**config.mk**
```make
export PLATFORM = sky130hd
export DESIGN_NAME = bpar_hash
export DESIGN_NICKNAME = d
export VERILOG_FILES = /design/src/rtl/core/assert_macros.svh /design/src/rtl/core/bpar_pkg.sv /design/src/rtl/core/bpar_hash.sv
export SDC_FILE = /design/constraint.sdc
export NUM_CORES = 1
export LEC_CHECK = 0
export BUFFER_PORTS_ARGS = -buffer_cell sky130_fd_sc_hd__buf_2
export CAP_MARGIN = 20
export CORE_AREA = 2 2 39 41
export DETAILED_ROUTE_END_ITERATION = 12
export DIE_AREA = 0 0 41 43
export GPL_TIMING_DRIVEN = 0
export PLACE_DENSITY = 0.78
export SYNTH_ARGS = -nofsm -noshare
export SYNTH_HDL_FRONTEND = slang
export SYNTH_SLANG_ARGS = --single-unit
```
**constraint.sdc**
```tcl
create_clock -name vclk -period 1.3
set_input_delay 0.13 -clock vclk [all_inputs]
set_output_delay 0.13 -clock vclk [all_outputs]
set_load 0.02 [all_outputs]
```
**src/rtl/core/assert_macros.svh**
```systemverilog
// Assertion macros shared by the registry RTL.
`ifndef ASSERT_MACROS_SVH
`define ASSERT_MACROS_SVH

// Checked property, disabled while reset is asserted.
`define BPAR_ASSERT(label, clk, rst_n, prop, msg) \
    label: assert property (@(posedge clk) disable iff (!rst_n) prop) \
        else $error(msg);

// Checked property, active at every edge including reset.
`define BPAR_ASSERT_ALWAYS(label, clk, prop, msg) \
    label: assert property (@(posedge clk) prop) else $error(msg);

`endif

```
**src/rtl/core/bpar_pkg.sv**
```systemverilog
// ----------------------------------------------------------------------------
// Breakpoint address registry package
// Request and status codes, controller states and the result word type.
// ----------------------------------------------------------------------------
package bpar_pkg;

    localparam int unsigned ADDR_W   = 64;
    localparam int unsigned HANDLE_W = 16;

    localparam logic [31:0] HASH_MULT = 32'd2654435769;

    localparam logic [1:0] REQ_ADD    = 2'd0;
    localparam logic [1:0] REQ_REMOVE = 2'd1;
    localparam logic [1:0] REQ_FIND   = 2'd2;

    localparam logic [1:0] STS_DONE = 2'd0;
    localparam logic [1:0] STS_FULL = 2'd1;
    localparam logic [1:0] STS_MISS = 2'd2;

    typedef enum logic [1:0] {
        ST_CLEAR,
        ST_IDLE,
        ST_BUSY
    } t_state;

    typedef struct packed {
        logic                hit;
        logic [HANDLE_W-1:0] handle_out;
        logic [1:0]          status;
    } t_result;

endpackage

```
**src/rtl/core/bpar_hash.sv**
```systemverilog
// ----------------------------------------------------------------------------
// Bucket hash
// Multiplicative hash of the address reduced to a bucket index.
// ----------------------------------------------------------------------------
module bpar_hash
    import bpar_pkg::*;
#(
    parameter int unsigned BUCKETS = 64
) (
    input  logic [ADDR_W-1:0]          i_address,
    output logic [$clog2(BUCKETS)-1:0] o_bucket
);

    localparam int unsigned BB = $clog2(BUCKETS);
    localparam logic [BB-1:0] MULT_LO = HASH_MULT[BB-1:0];

    logic [2*BB-1:0] prod;

    // Only the low bits of the product matter, so only the low bits of both
    // factors take part.
    assign prod     = i_address[BB-1:0] * MULT_LO;
    assign o_bucket = prod[BB-1:0];

endmodule

```
# Word level (Yosys, flattened, before mapping)

Cells that the tools add are included.

Output and inout bits: 6
Bits in registers: 0
Memories: 0
Input port bits: 64
ROM bits: 0
Latch bits: 0
RAM bits: 0

Shift operators: 0
Bitwise logic cells: 0
$add $sub $neg: 0
Div/mod/pow operators: 0
Magnitude comparators: 0
Equal/unequal tests: 0
Multiplexer cells: 0
$mul: 1
Reductions and logical operators: 0

Operators with widths:

| kind                | count |
|---|---|
| $mul 6x4->6 const B | 1 |

# Logic depth before layout (Yosys ltp)

Word-level depth: 1
Depth in mapped cells: 6

# Worst setup path after synthesis

OpenSTA, ideal clock, no wires.

Path kind: in2out
From: input i_address[0]
To: output o_bucket[5]
Stages: 5
Setup slack: -0.220 ns
Arrival: 1.390 ns
Cell sequence: fa_1 inv_1 ha_1 xnor2_1 xnor2_1

Cells in the longest elaborated chain, start to end: 1

RTL lines:

| what               | line            | source |
|---|---|---|
| start: declaration | bpar_hash.sv:10 | `input logic [ADDR_W-1:0] i_address,` |
| $mul 6x4->6        | bpar_hash.sv:21 | `assign prod = i_address[BB-1:0] * MULT_LO;` |
| end: declaration   | bpar_hash.sv:11 | `output logic [$clog2(BUCKETS)-1:0] o_bucket` |

Every way passes these cells.

# Worst setup path in the final report

From: input i_address[4]
To: output o_bucket[5]

The elaborated chain is that of the path after synthesis.

==> results.md <==
* Worst hold path type: input pin to primary output
* Die area at 1763 sq um
* Post-Synthesis Cells at 11
* DR vias at 110
* Power per Cell Area at between 600 and 700 nW/um^2
* First-pass GRT wire length at 310 microns
* Setup bufs post-CTS at 0
* Max Cap Violations at 0
* Mapped Area at 101.3 sq um
* Largest net degree at the start of global routing at 4
* CORE AREA at 1384 sq um
* Max-slew violation count at 0
* First-pass DRT Iterations at 1
* Grt ovf at 0
* Nets@finish at 92
* Synthesized Nets at 78
* Crit path time final at 1.529 ns
* Max Clk Rate at 0.6542 GHz
* Leakage at approximately 0.00012 uW
* Crit-path max FO at 1
* Status: finished with violations
* Vias in the first global route at 92
* Drt total wl at approximately 270 microns
* Failing checks: setup timing
* Dpl hpwl at 243.3 microns
* Initial antenna violation count at 0
* Sequential fraction of the synthesis area at 0%
* Cell taking the most area after synthesis: ha_1
* Share of layout cells above drive strength 1 at 86.96%
* Setup crit start kind: input pin
* CP endpoint kind: primary output
* Avg Cell Area, Syn at between 9 and 10 sq um
* Die Ht at around 43 microns
* Synth unique cells at 6
* Crit path required time at around 1.2 ns
* Hold Vio Cnt, Final at 0
* Seq_cells at 0
* Most frequent cells in the layout: buf_2, buf_4, inv_2, buf_6
* Largest cells by area after synthesis: ha_1, buf_4, fa_1, xnor2_1, xor2_1
* DR WL/cell at about 6.8 microns
* Slew @ Worst Pin at 0.2620 ns
* Starting DRT DRC Count at 0
* Top Ports at 70
* Min-Delay Path Depth at 3
* RSZ-0062 raised after global routing: true
* GR Util All Layers at under 10%
* Port bufs at 12
* Die X at 41 microns
* Period utilisation layout at 117.6%
* Critical Path Source: i_address[4]
* Setup TNS at -0.2426 ns
* Min-Delay Startpoint: i_address[2]
* Overall power at 145.6 uW
* Synth top area share at 24.69%
* Routability cong. at 0.4182
* Setup ws final at -0.2286 ns
* Kind of critical path: input pin to primary output
* Area Growth Syn to Fin at 132.1%
* Antenna diodes at 0
* Clk_buf instances at 0
* Rows at 14
* WP data arrival at 1.40 ns
* Starting density of the core at 7.324%
* Peak VDD IR at between 0.08 and 0.09 mV
* Antenna viol nets, final at 0
* Leading cell type in the layout, fill and taps excluded: buf_2
* Storage cell area at 0 sq um
* # setup viols final at 2
* Residual DRC at 0
* Ys Warns at 0
* Max-slew headroom at a little over 80%
* Via density per instance at 2.821
-- cells in the mapped netlist --
| cell type | count |
|---|---|
| inv_1 | 2 |
| buf_4 | 3 |
| ha_1 | 2 |
| xor2_1 | 1 |
| xnor2_1 | 2 |
| fa_1 | 1 |
-- worst max-delay path: stages --
cell     delay, ns
buf_6         0.07
inv_2         0.03
fa_1          0.55
inv_2         0.05
ha_4          0.17
xnor2_4       0.12
xnor2_2       0.13
buf_4         0.16
-- where the power goes --
part           switching, uW  leakage [uW]  total, uW  internal [uW]
clock network              0             0          0              0
logic                   68.5      0.000118        146           77.1
registers                  0             0          0              0
total                   68.5      0.000118        146           77.1
-- cells by family after synthesis --
group,after synthesis,share of synthesized area [%]
XOR/XNOR,3,25.93
buffers and inverters,5,29.63
adder cells (fa/ha/maj),3,44.44
-- worst paths after layout --
check	end	slack, ns
max	o_bucket[5]	-0.23
min	o_bucket[2]	0.60
-- metrics by stage --
stage / hold WS [ns] / setup WS (ns) / instances / util (%) / instance area [sq um]
6_report: 0.5999 / -0.2286 / 39 / 17.00 / 235.2
5_1_grt: 0.6260 / -0.2807 / 39 / 17.00 / 235.2
4_1_cts: 0.6005 / -0.2492 / 39 / 16.18 / 224.0
3_5_place_dp: 0.5983 / -0.3271 / 39 / 14.38 / 198.9
3_3_place_gp: 0.5919 / -0.3212 / 39 / 14.38 / 198.9
2_1_floorplan: 0.3726 / -0.1143 / 11 / - / 118.9
-- cell type report --
cell class         count  area, sq um
repair buffers        12        75.07
inverters              2        7.507
plain buffers          3        22.52
fillers              152         1149
multi-input cells      6        110.1
well taps             16        20.02
-- routing by layer --
layer	track usage [%]	up-vias	share of wire, %
li1	-	54	-
met3	0	0	20
met4	0	0	0
met2	6.250	12	50
met1	1.266	44	29
met5	0	-	0
-- what timing repair did --
| item | 4_1_cts | 5_1_grt |
|---|---|---|
| pin swaps | 3 | 0 |
| hold buffers | 0 | 0 |
| gates resized for setup | 7 | 1 |
| endpoints found under the setup margin | 2 | 2 |
Power figures use the tool's default switching activity.
