--- config.mk ---
export PLATFORM = sky130hd
export DESIGN_NAME = bpar_row_update
export DESIGN_NICKNAME = d
export VERILOG_FILES = /design/src/rtl/core/assert_macros.svh /design/src/rtl/core/bpar_pkg.sv /design/src/rtl/core/bpar_row_update.sv
export SDC_FILE = /design/constraint.sdc
export NUM_CORES = 1
export LEC_CHECK = 0
export BUFFER_PORTS_ARGS = -buffer_cell sky130_fd_sc_hd__buf_2
export CELL_PAD_IN_SITES_DETAIL_PLACEMENT = 1
export CELL_PAD_IN_SITES_GLOBAL_PLACEMENT = 2
export CORE_AREA = 2 2 293 295
export DETAILED_ROUTE_END_ITERATION = 12
export DIE_AREA = 0 0 295 297
export GPL_ROUTABILITY_DRIVEN = 0
export GPL_TIMING_DRIVEN = 1
export PLACE_DENSITY = 0.58
export SLEW_MARGIN = 10
export SYNTH_ARGS = -nofsm -noshare
export SYNTH_HDL_FRONTEND = slang
export SYNTH_SLANG_ARGS = --single-unit
--- constraint.sdc ---
create_clock -name vclk -period 2.2
set_input_delay 0 -clock vclk [all_inputs]
set_output_delay 0 -clock vclk [all_outputs]
set_load 0.1 [all_outputs]
--- src/rtl/core/assert_macros.svh ---
// Assertion macros shared by the registry RTL.
`ifndef ASSERT_MACROS_SVH
`define ASSERT_MACROS_SVH

// Checked property, disabled while reset is asserted.
`define BPAR_ASSERT(label, clk, rst_n, prop, msg) \
    label: assert property (@(posedge clk) disable iff (!rst_n) prop) \
        else $error(msg);

// Checked property, active at every edge including reset.
`define BPAR_ASSERT_ALWAYS(label, clk, prop, msg) \
    label: assert property (@(posedge clk) prop) else $error(msg);

`endif

--- src/rtl/core/bpar_pkg.sv ---
// ----------------------------------------------------------------------------
// Breakpoint address registry package
// Request and status codes, controller states and the result word type.
// ----------------------------------------------------------------------------
package bpar_pkg;

    localparam int unsigned ADDR_W   = 64;
    localparam int unsigned HANDLE_W = 16;

    localparam logic [31:0] HASH_MULT = 32'd2654435769;

    localparam logic [1:0] REQ_ADD    = 2'd0;
    localparam logic [1:0] REQ_REMOVE = 2'd1;
    localparam logic [1:0] REQ_FIND   = 2'd2;

    localparam logic [1:0] STS_DONE = 2'd0;
    localparam logic [1:0] STS_FULL = 2'd1;
    localparam logic [1:0] STS_MISS = 2'd2;

    typedef enum logic [1:0] {
        ST_CLEAR,
        ST_IDLE,
        ST_BUSY
    } t_state;

    typedef struct packed {
        logic                hit;
        logic [HANDLE_W-1:0] handle_out;
        logic [1:0]          status;
    } t_result;

endpackage

--- src/rtl/core/bpar_row_update.sv ---
// ----------------------------------------------------------------------------
// Bucket row update
// Compares the ways of one bucket row and builds the row to write back.
// ----------------------------------------------------------------------------
module bpar_row_update
    import bpar_pkg::*;
#(
    parameter int unsigned WAYS = 4
) (
    input  logic [1:0]                        i_req_type,
    input  logic [ADDR_W-1:0]                 i_address,
    input  logic [HANDLE_W-1:0]               i_handle,
    input  logic [$clog2(WAYS+1)-1:0]         i_fill,
    input  logic [WAYS-1:0][ADDR_W-1:0]       i_addr,
    input  logic [WAYS-1:0][HANDLE_W-1:0]     i_hdl,
    output logic                              o_we,
    output logic [$clog2(WAYS+1)-1:0]         o_fill,
    output logic [WAYS-1:0][ADDR_W-1:0]       o_addr,
    output logic [WAYS-1:0][HANDLE_W-1:0]     o_hdl,
    output t_result                           o_result
);

    localparam int unsigned FW = $clog2(WAYS + 1);
    localparam int unsigned MW = (WAYS > 1) ? $clog2(WAYS) : 1;

    logic [WAYS-1:0] match_vec;
    logic [MW-1:0]   match_idx;
    logic            found;
    logic            full;

    // Way 0 is the newest entry, so the lowest matching way wins.
    always_comb begin
        match_idx = '0;
        for (int w = 0; w < WAYS; w++) begin
            match_vec[w] = (FW'(w) < i_fill) && (i_addr[w] == i_address);
        end
        for (int w = WAYS - 1; w >= 0; w--) begin
            if (match_vec[w]) begin
                match_idx = MW'(w);
            end
        end
    end

    assign found = |match_vec;
    assign full  = (i_fill >= FW'(WAYS));

    always_comb begin
        o_we     = 1'b0;
        o_fill   = i_fill;
        o_addr   = i_addr;
        o_hdl    = i_hdl;
        o_result = '{hit: 1'b0, handle_out: '0, status: STS_DONE};
        case (i_req_type)
            REQ_ADD: begin
                if (full) begin
                    o_result.status = STS_FULL;
                end else begin
                    o_we      = 1'b1;
                    o_fill    = i_fill + FW'(1);
                    o_addr[0] = i_address;
                    o_hdl[0]  = i_handle;
                    for (int w = 1; w < WAYS; w++) begin
                        o_addr[w] = i_addr[w-1];
                        o_hdl[w]  = i_hdl[w-1];
                    end
                end
            end
            REQ_REMOVE: begin
                if (!found) begin
                    o_result.status = STS_MISS;
                end else begin
                    o_we         = 1'b1;
                    o_fill       = i_fill - FW'(1);
                    o_result.hit = 1'b1;
                    // Close the gap: ways above the match shift one way toward way 0.
                    for (int w = 0; w + 1 < WAYS; w++) begin
                        if (MW'(w) >= match_idx) begin
                            o_addr[w] = i_addr[w+1];
                            o_hdl[w]  = i_hdl[w+1];
                        end
                    end
                end
            end
            REQ_FIND: begin
                if (!found) begin
                    o_result.status = STS_MISS;
                end else begin
                    o_result.hit        = 1'b1;
                    o_result.handle_out = i_hdl[match_idx];
                end
            end
            default: begin
                o_we = 1'b0;
            end
        endcase
    end

endmodule

# Yosys cells after proc, flatten, opt, wreduce, memory -nomap -nowiden

Index checks and enable logic that the tools add are counted.

Flip-flop bits (word level): 0
Bits of input ports: 405
Logic and storage cells: 56
Output and inout bits: 343

$add $sub $neg: 2
Reductions and logical operators: 7
Mux-type cells: 32
Equal/unequal tests: 6
Magnitude comparators: 9

Operators by type and width:

| kind                | number |
|---|---|
| $pmux 192 s2        | 1 |
| $mux 64             | 5 |
| $eq 64x64->1        | 4 |
| $mux 256            | 1 |
| $mux 192            | 1 |
| $mux 16             | 6 |
| $pmux 48 s2         | 1 |
| $mux 48             | 1 |
| $bmux 16 s2         | 1 |
| $mux 17             | 1 |
| $mux 2              | 5 |
| $lt 1x3->1 const A  | 2 |
| $lt 2x3->1 const A  | 2 |
| $mux 3              | 2 |
| $pmux 3 s2          | 1 |
| $ge 1x2->1 const A  | 2 |
| $logic_and 1x1->1   | 4 |
| $pmux 1 s2          | 2 |
| $pmux 2 s2          | 1 |
| $reduce_or 4->1     | 1 |
| $add 3x1->3 const B | 1 |
| $ge 3x3->1 const B  | 1 |
| $lt 2x3->1 const B  | 1 |
| $mux 1              | 3 |
| other kinds (6)     | 6 |

# Logic depth before layout (Yosys ltp)

Gate-level depths: netlist of the first run.

Depth after elaboration: 10
Gate-level depth with buffers: 12
Depth with buffers taken out: 10

# Least setup slack after synthesis of the first run

Ideal clock, no wire load.

Path type: input to output
Start: input port i_address[29]
End: output port o_result[1] in the netlist's numbering
Slack: -2.008 ns
Path buffers: 2
Required time: 2.200 ns
Cell stages on the path: 8
Arrival: 4.208 ns
Path through: clkbuf_1 -> xor2_1 -> nor4_1 -> and4_1 -> nand4b_1 -> o22ai_2 -> buf_2 -> nor4b_1

RTL lines:

| item            | line                  | text |
|---|---|---|
| start, declared | bpar_row_update.sv:11 | `input logic [ADDR_W-1:0] i_address,` |
| end, declared   | bpar_row_update.sv:20 | `output t_result o_result` |

==> flow_summary.yaml, run 1 <==
floorplan:
  io_pins: 748
  die_x_um: 295
  die_y_um: 297
  rows: 107
  core_area_um2: 84500
  dieArea_um2: 87600
  initial_core_util_pct: 16.4
pwr:
  internal_power_mw: 4.70
  total_power_mw: 12.8
  p_leak_nw: 14.1
  power_density_nw_per_um2: 381
  p_comb_share_pct: 100.0
  ir_drop_uv: 260
  pwr-share-clk_pct: 0
  sw_frac_of_total_pct: 63.3
  power_frac_seq_pct: 0
  p_sw_mw: 8.10
routing:
  met3_length_mm: 6.87
  drt_iter0_markers: 937
  drt-vias-per-instance: 5.04
  highest_layer: "met5"
  met2WireLength_mm: 67.6
  vias: 20700
  drt_wl_total_mm: 129
  drc_errors: 0
  wire_per_inst_um: 31.4
  dr.pass1.iters: 4
  ant_nets: 0
  drt-met1-wl_mm: 49.7
status:
  violations: "setup timing"
  status: "finished, violations left"
placement:
  hpwl_mm: 98.5
  io_buffers: 748
  dp.cells: 4011
synthesis:
  synth_warnings: 0
  yosys.area.top_type: "mux2_2"
  yosys-top-cells-area: "mux2_2 (26%), mux2i_1 (14%), xnor2_1 (11%), a22oi_1 (8.7%), a221o_1 (5.8%)"
  synth.top_cell.area_share_pct: 25.7
  synth-seq-area-share_pct: 0
  synth.distinct_cells: 53
  synth_cells: 1824
  syn_area_per_cell_um2: 7.58
  synth_area_um2: 13800
  synth_nets: 2236
timing:
  setup_ws_ps: -895
  slew_headroom_pct: 38.2
  setup_viol: 262
  min_period_ps: 3100
  hold_viol_final: 0
  worst_slew_pin_slew_ps: 927
  final_max_slew_viol_count: 0
  min_period_over_period_pct: 141
  fmax_mhz: 323
  rsz0062_at_grt: "yes"
critical_path:
  worstSetupEndpointType: "output port"
  arrival_ps: 3100
  required_ps: 2200
  crit_path_max_fanout: 5
  path_class: "input pin to output port"
  start_kind: "input pin"
final_layout:
  final_cell_mix: "buf_4 (455), buf_2 (433), buf_12 (348), mux2_2 (315)"
  clock_buffers: 0
  area_growth_pct: 143
  final_layout_size_suffix_gt1_share_pct: 79.6
  regArea_um2: 0
  finalNonFillerCells: 4112
  seq_cells: 0
  final_common_cell: "buf_4"
  nFillCells: 9284
  nets: 3356
grt:
  grt_pass1_wl_mm: 168
  grt_pass1_vias: 21900
  grt_antenna_before_repair: 44
  grt_max_degree: 108
  grt_usage_pct: 26.4
  gr-total-overflow: 0
min_path:
  hp-class: "input pin to output port"
  hp-start: "i_hdl[56]"
  min_path_cells: 3
  min_to: "o_hdl[56]"
cts:
  hold_buffers: 0
flow_run:
  cap_viol_max_count: 0
==> how the worst max path moves through the flow <==
| stage | startpoint | to | slack, ps | cells after the start |
|---|---|---|---|---|
| final | i_address[5] | o_result[16] | -900 | 13 |
| after CTS | i_address[6] | o_result[10] | -890 | 14 |
| after global routing | i_address[6] | o_result[17] | -900 | 13 |
| after floorplan | i_address[33] | o_result[15] | -950 | 11 |
| after detailed placement | i_address[26] | o_result[2] | -1570 | 14 |
| after global placement | i_address[26] | o_result[2] | -1530 | 14 |
==> through the flow <==
stage / setup WS [ps] / TNS (ps) / area (µm²) / util, % / hold slack, ps
after floorplan: -952 / -16550 / 16100 / - / 342
after global placement: -1530 / -249710 / 28900 / 34.2 / 447
after detailed placement: -1570 / -256890 / 28900 / 34.2 / 445
after CTS: -893 / -158070 / 30700 / 36.3 / 456
after global routing: -904 / -164690 / 33600 / 39.8 / 467
final: -895 / -147940 / 33600 / 39.8 / 460
==> final cells by class <==
cell class	count	area [µm²]	area share [%]
repair buffers	1337	14300	42.6
multi-input cells	1591	17800	52.8
diodes	26	65.1	0.194
inverters	14	60.1	0.179
well taps	1144	1430	4.26
==> cell families (layout without fill, tap and decap cells) <==
kind of cell,after synthesis,after routing,synth area share (%)
and+or+nand+nor,289,291,10.2
adders and majority gates,7,7,0.634
other,0,26,0
AOI/OAI and AO/OA,537,539,25.9
muxes,502,502,39.2
xor gates and xnor gates,252,252,16.0
buffers and inverters,237,1351,8.08
==> power groups by stage <==
stage / registers, mW / logic (mW) / clock network, mW
floorplan: 0 / 7.00 / 0
global placement: 0 / 12.1 / 0
detailed placement: 0 / 12.2 / 0
CTS: 0 / 12.5 / 0
global route: 0 / 13.1 / 0.00000116
finish: 0 / 12.8 / 0.00000159
==> critical path, cell delays in order <==
cell and delay (ps):
buf_2 160, xnor2_1 290, buf_4 160, nand4_1 360
or4_4 610, nor4_4 190, o311ai_4 140, a21o_4 290
buf_12 160, buf_16 140, mux2i_4 180, o22ai_2 170
buf_12 210
==> Yosys cell counts (all sizes together) (2+ instances only) <==
| master | count |
|---|---|
| clkbuf | 151 |
| o21a | 3 |
| mux2 | 315 |
| nand2b | 3 |
| inv | 14 |
| nor2b | 2 |
| nor3 | 6 |
| xor2 | 82 |
| o21ai | 174 |
| nand3 | 7 |
| buf | 72 |
| nand2 | 176 |
| a22oi | 160 |
| or3 | 2 |
| o311ai | 2 |
| ha | 7 |
| or2 | 3 |
| nor2 | 6 |
| nand4 | 44 |
| a21oi | 89 |
| and4 | 3 |
| xnor2 | 170 |
| nor4 | 31 |
| mux2i | 187 |
| o22ai | 16 |
| a221o | 80 |
| o211ai | 3 |
==> layer usage <==
metal  track usage [%]  up-vias
met5                 0        -
met4              7.11       28
met3              4.36      236
met2              50.1      759
met1              30.1    10500
li1                  -     9180
==> what timing repair did <==
item | CTS | global route
buffers inserted | 20 | 26
endpoints found under the setup margin | 262 | 278
resized for setup | 225 | 488
gates cloned | 15 | 28
pin swaps | 32 | 132
Power figures use the tool's default switching activity.
==> run 2, diff against run 1 <==
--- a/config.mk
+++ b/config.mk
@@ -5,15 +5,16 @@
 export SDC_FILE = /design/constraint.sdc
 export NUM_CORES = 1
 export LEC_CHECK = 0
+export ABC_AREA = 1
 export BUFFER_PORTS_ARGS = -buffer_cell sky130_fd_sc_hd__buf_2
 export CELL_PAD_IN_SITES_DETAIL_PLACEMENT = 1
 export CELL_PAD_IN_SITES_GLOBAL_PLACEMENT = 2
-export CORE_AREA = 2 2 293 295
+export CORE_AREA = 2 2 295 297
 export DETAILED_ROUTE_END_ITERATION = 12
-export DIE_AREA = 0 0 295 297
+export DIE_AREA = 0 0 297 299
 export GPL_ROUTABILITY_DRIVEN = 0
 export GPL_TIMING_DRIVEN = 1
-export PLACE_DENSITY = 0.58
+export PLACE_DENSITY = 0.7
 export SLEW_MARGIN = 10
 export SYNTH_ARGS = -nofsm -noshare
 export SYNTH_HDL_FRONTEND = slang
==> flow_summary.yaml, run 2 <==
grt:
  grt_pass1_vias: 29100
  grt_antenna_before_repair: 43
  gr-total-overflow: 0
  grt_pass1_wl_mm: 209
  grt_usage_pct: 31.8
  grt_max_degree: 59
timing:
  min_period_over_period_pct: 111
  slew_headroom_pct: 37.9
  worst_slew_pin_slew_ps: 932
  fmax_mhz: 409
  hold_viol_final: 0
  setup_ws_ps: -247
  rsz0062_at_grt: "yes"
  min_period_ps: 2450
  final_max_slew_viol_count: 0
  setup_viol: 259
critical_path:
  start_kind: "input pin"
  crit_path_max_fanout: 6
  arrival_ps: 2450
  path_class: "input pin to output port"
  cp_top_family: "simple AND/OR/NAND/NOR gates"
  crit_slowest_cell: "buf_12"
  path_cells: "buf_2, buf_4, nand2_1, nand2_1, nor2_1, nand3b_1, nor2_1, nand2_1, nor2_4, nand3_4, nand3_4, buf_12, buf_12, buf_12, nand2_4, nand3_4, nand3_4, buf_12"
  required_ps: 2200
  worstSetupEndpointType: "output port"
  cpPeakStageDelay_ps: 200
  cp.buffers_inverters: 6
final_layout:
  final_cell_mix: "nand2_1 (814), buf_4 (563), buf_12 (435), buf_2 (377), inv_1 (338)"
  regArea_um2: 0
  final_common_cell: "nand2_1"
  clock_buffers: 0
  nets: 4739
  final_layout_size_suffix_gt1_share_pct: 49.8
  multi_input_area_um2: 17000
  nFillCells: 10600
  finalNonFillerCells: 5504
  seq_cells: 0
  area_growth_pct: 131
routing:
  dr.pass1.iters: 5
  drt-vias-per-instance: 5.21
  wire_per_inst_um: 27.7
  ant_nets: 0
  drc_errors: 0
  vias: 28600
  drt_wl_total_mm: 152
  drt_iter0_markers: 1789
synthesis:
  synth_area_um2: 15700
  synth.top_cell.area_share_pct: 23.8
  yosys.area.top_type: "nand2_1"
  synth_nets: 3552
  synth_most_common_cell: "nand2_1"
  syn_area_per_cell_um2: 4.99
  yosys-top-cells-count: "nand2_1 (993), nand3_1 (404), inv_1 (341), nor2_1 (236), o211ai_1 (203)"
  yosys-top-cells-area: "nand2_1 (24%), nand3_1 (13%), o211ai_1 (9.7%), inv_1 (8.2%), a22oi_1 (7.7%)"
  synth.distinct_cells: 36
  synth-seq-area-share_pct: 0
  synth_cells: 3140
  synth_warnings: 0
floorplan:
  initial_core_util_pct: 18.2
  rows: 108
  die_x_um: 297
  core_area_um2: 85900
  die_y_um: 299
  dieArea_um2: 88800
  io_pins: 748
placement:
  io_buffers: 748
  dp.cells: 5425
  hpwl_mm: 119
pwr:
  total_power_mw: 13.1
  ir_drop_uv: 253
  p_leak_nw: 17.5
  power_density_nw_per_um2: 363
status:
  violations: "setup timing"
  status: "finished, violations left"
min_path:
  hp-class: "input pin to output port"
flow_run:
  cap_viol_max_count: 0
==> run 2: final timing paths <==
path,start,cells after the start,slack (ps),to
worst max-delay path,i_address[39],18,-250,o_addr[183]
worst min-delay path,i_hdl[47],4,460,o_hdl[47]
==> run 2: metal layers <==
layer	vias to the layer above	part of all wire, %	wire length [µm]	global-route usage (%)
met4	32	4.5	6820	11.9
met3	318	6.7	10200	6.19
met1	14200	41	62100	39.3
met2	1192	48	72900	54.5
li1	12900	-	-	-
met5	-	0.13	203	0
==> run 2: layout make-up <==
type                       count  area share (%)
antenna                       24           0.166
inverter                     367            3.98
multi-input combinational   2501            46.9
tap                         1155            4.00
timing repair buffer        1456            44.9
timing repair inverter         1          0.0311
==> run 2: power by group <==
| group | switching, mW | leakage [nW] | internal [mW] |
|---|---|---|---|
| Combinational | 8.60 | 17.5 | 4.54 |
| Sequential | 0 | 0 | 0 |
| Clock | 0 | 0.000152 | 0.00000140 |
==> run 2: cells by family after synthesis <==
| family | count (synthesis) | synth area share [%] |
|---|---|---|
| buffers and inverters | 639 | 16.9 |
| AND/OR/NAND/NOR | 1711 | 45.6 |
| AO/OA/AOI/OAI | 628 | 28.3 |
| XOR/XNOR | 155 | 8.66 |
| adder cells (fa/ha/maj) | 7 | 0.559 |
==> run 2: metrics by stage <==
stage          area, µm²  hold WS, ps  util [%]  setup WS [ps]  setup TNS [ps]
2_1_floorplan      16500          318         -           -669          -56330
3_3_place_gp       31400          456      36.6           -938         -172770
3_5_place_dp       31400          468      36.6           -939         -173080
4_1_cts            34200          464      39.8           -255          -34180
5_1_grt            36200          475      42.1           -327          -56350
6_report           36200          459      42.1           -247          -37050
==> run 2: repair_timing <==
action,in CTS,in global routing
hold endpoints to repair,0,0
gates cloned,25,11
pin swaps,110,214
gates resized for setup,414,442
setup endpoints to repair,262,261
setup buffers,26,19
hold buffers,0,0
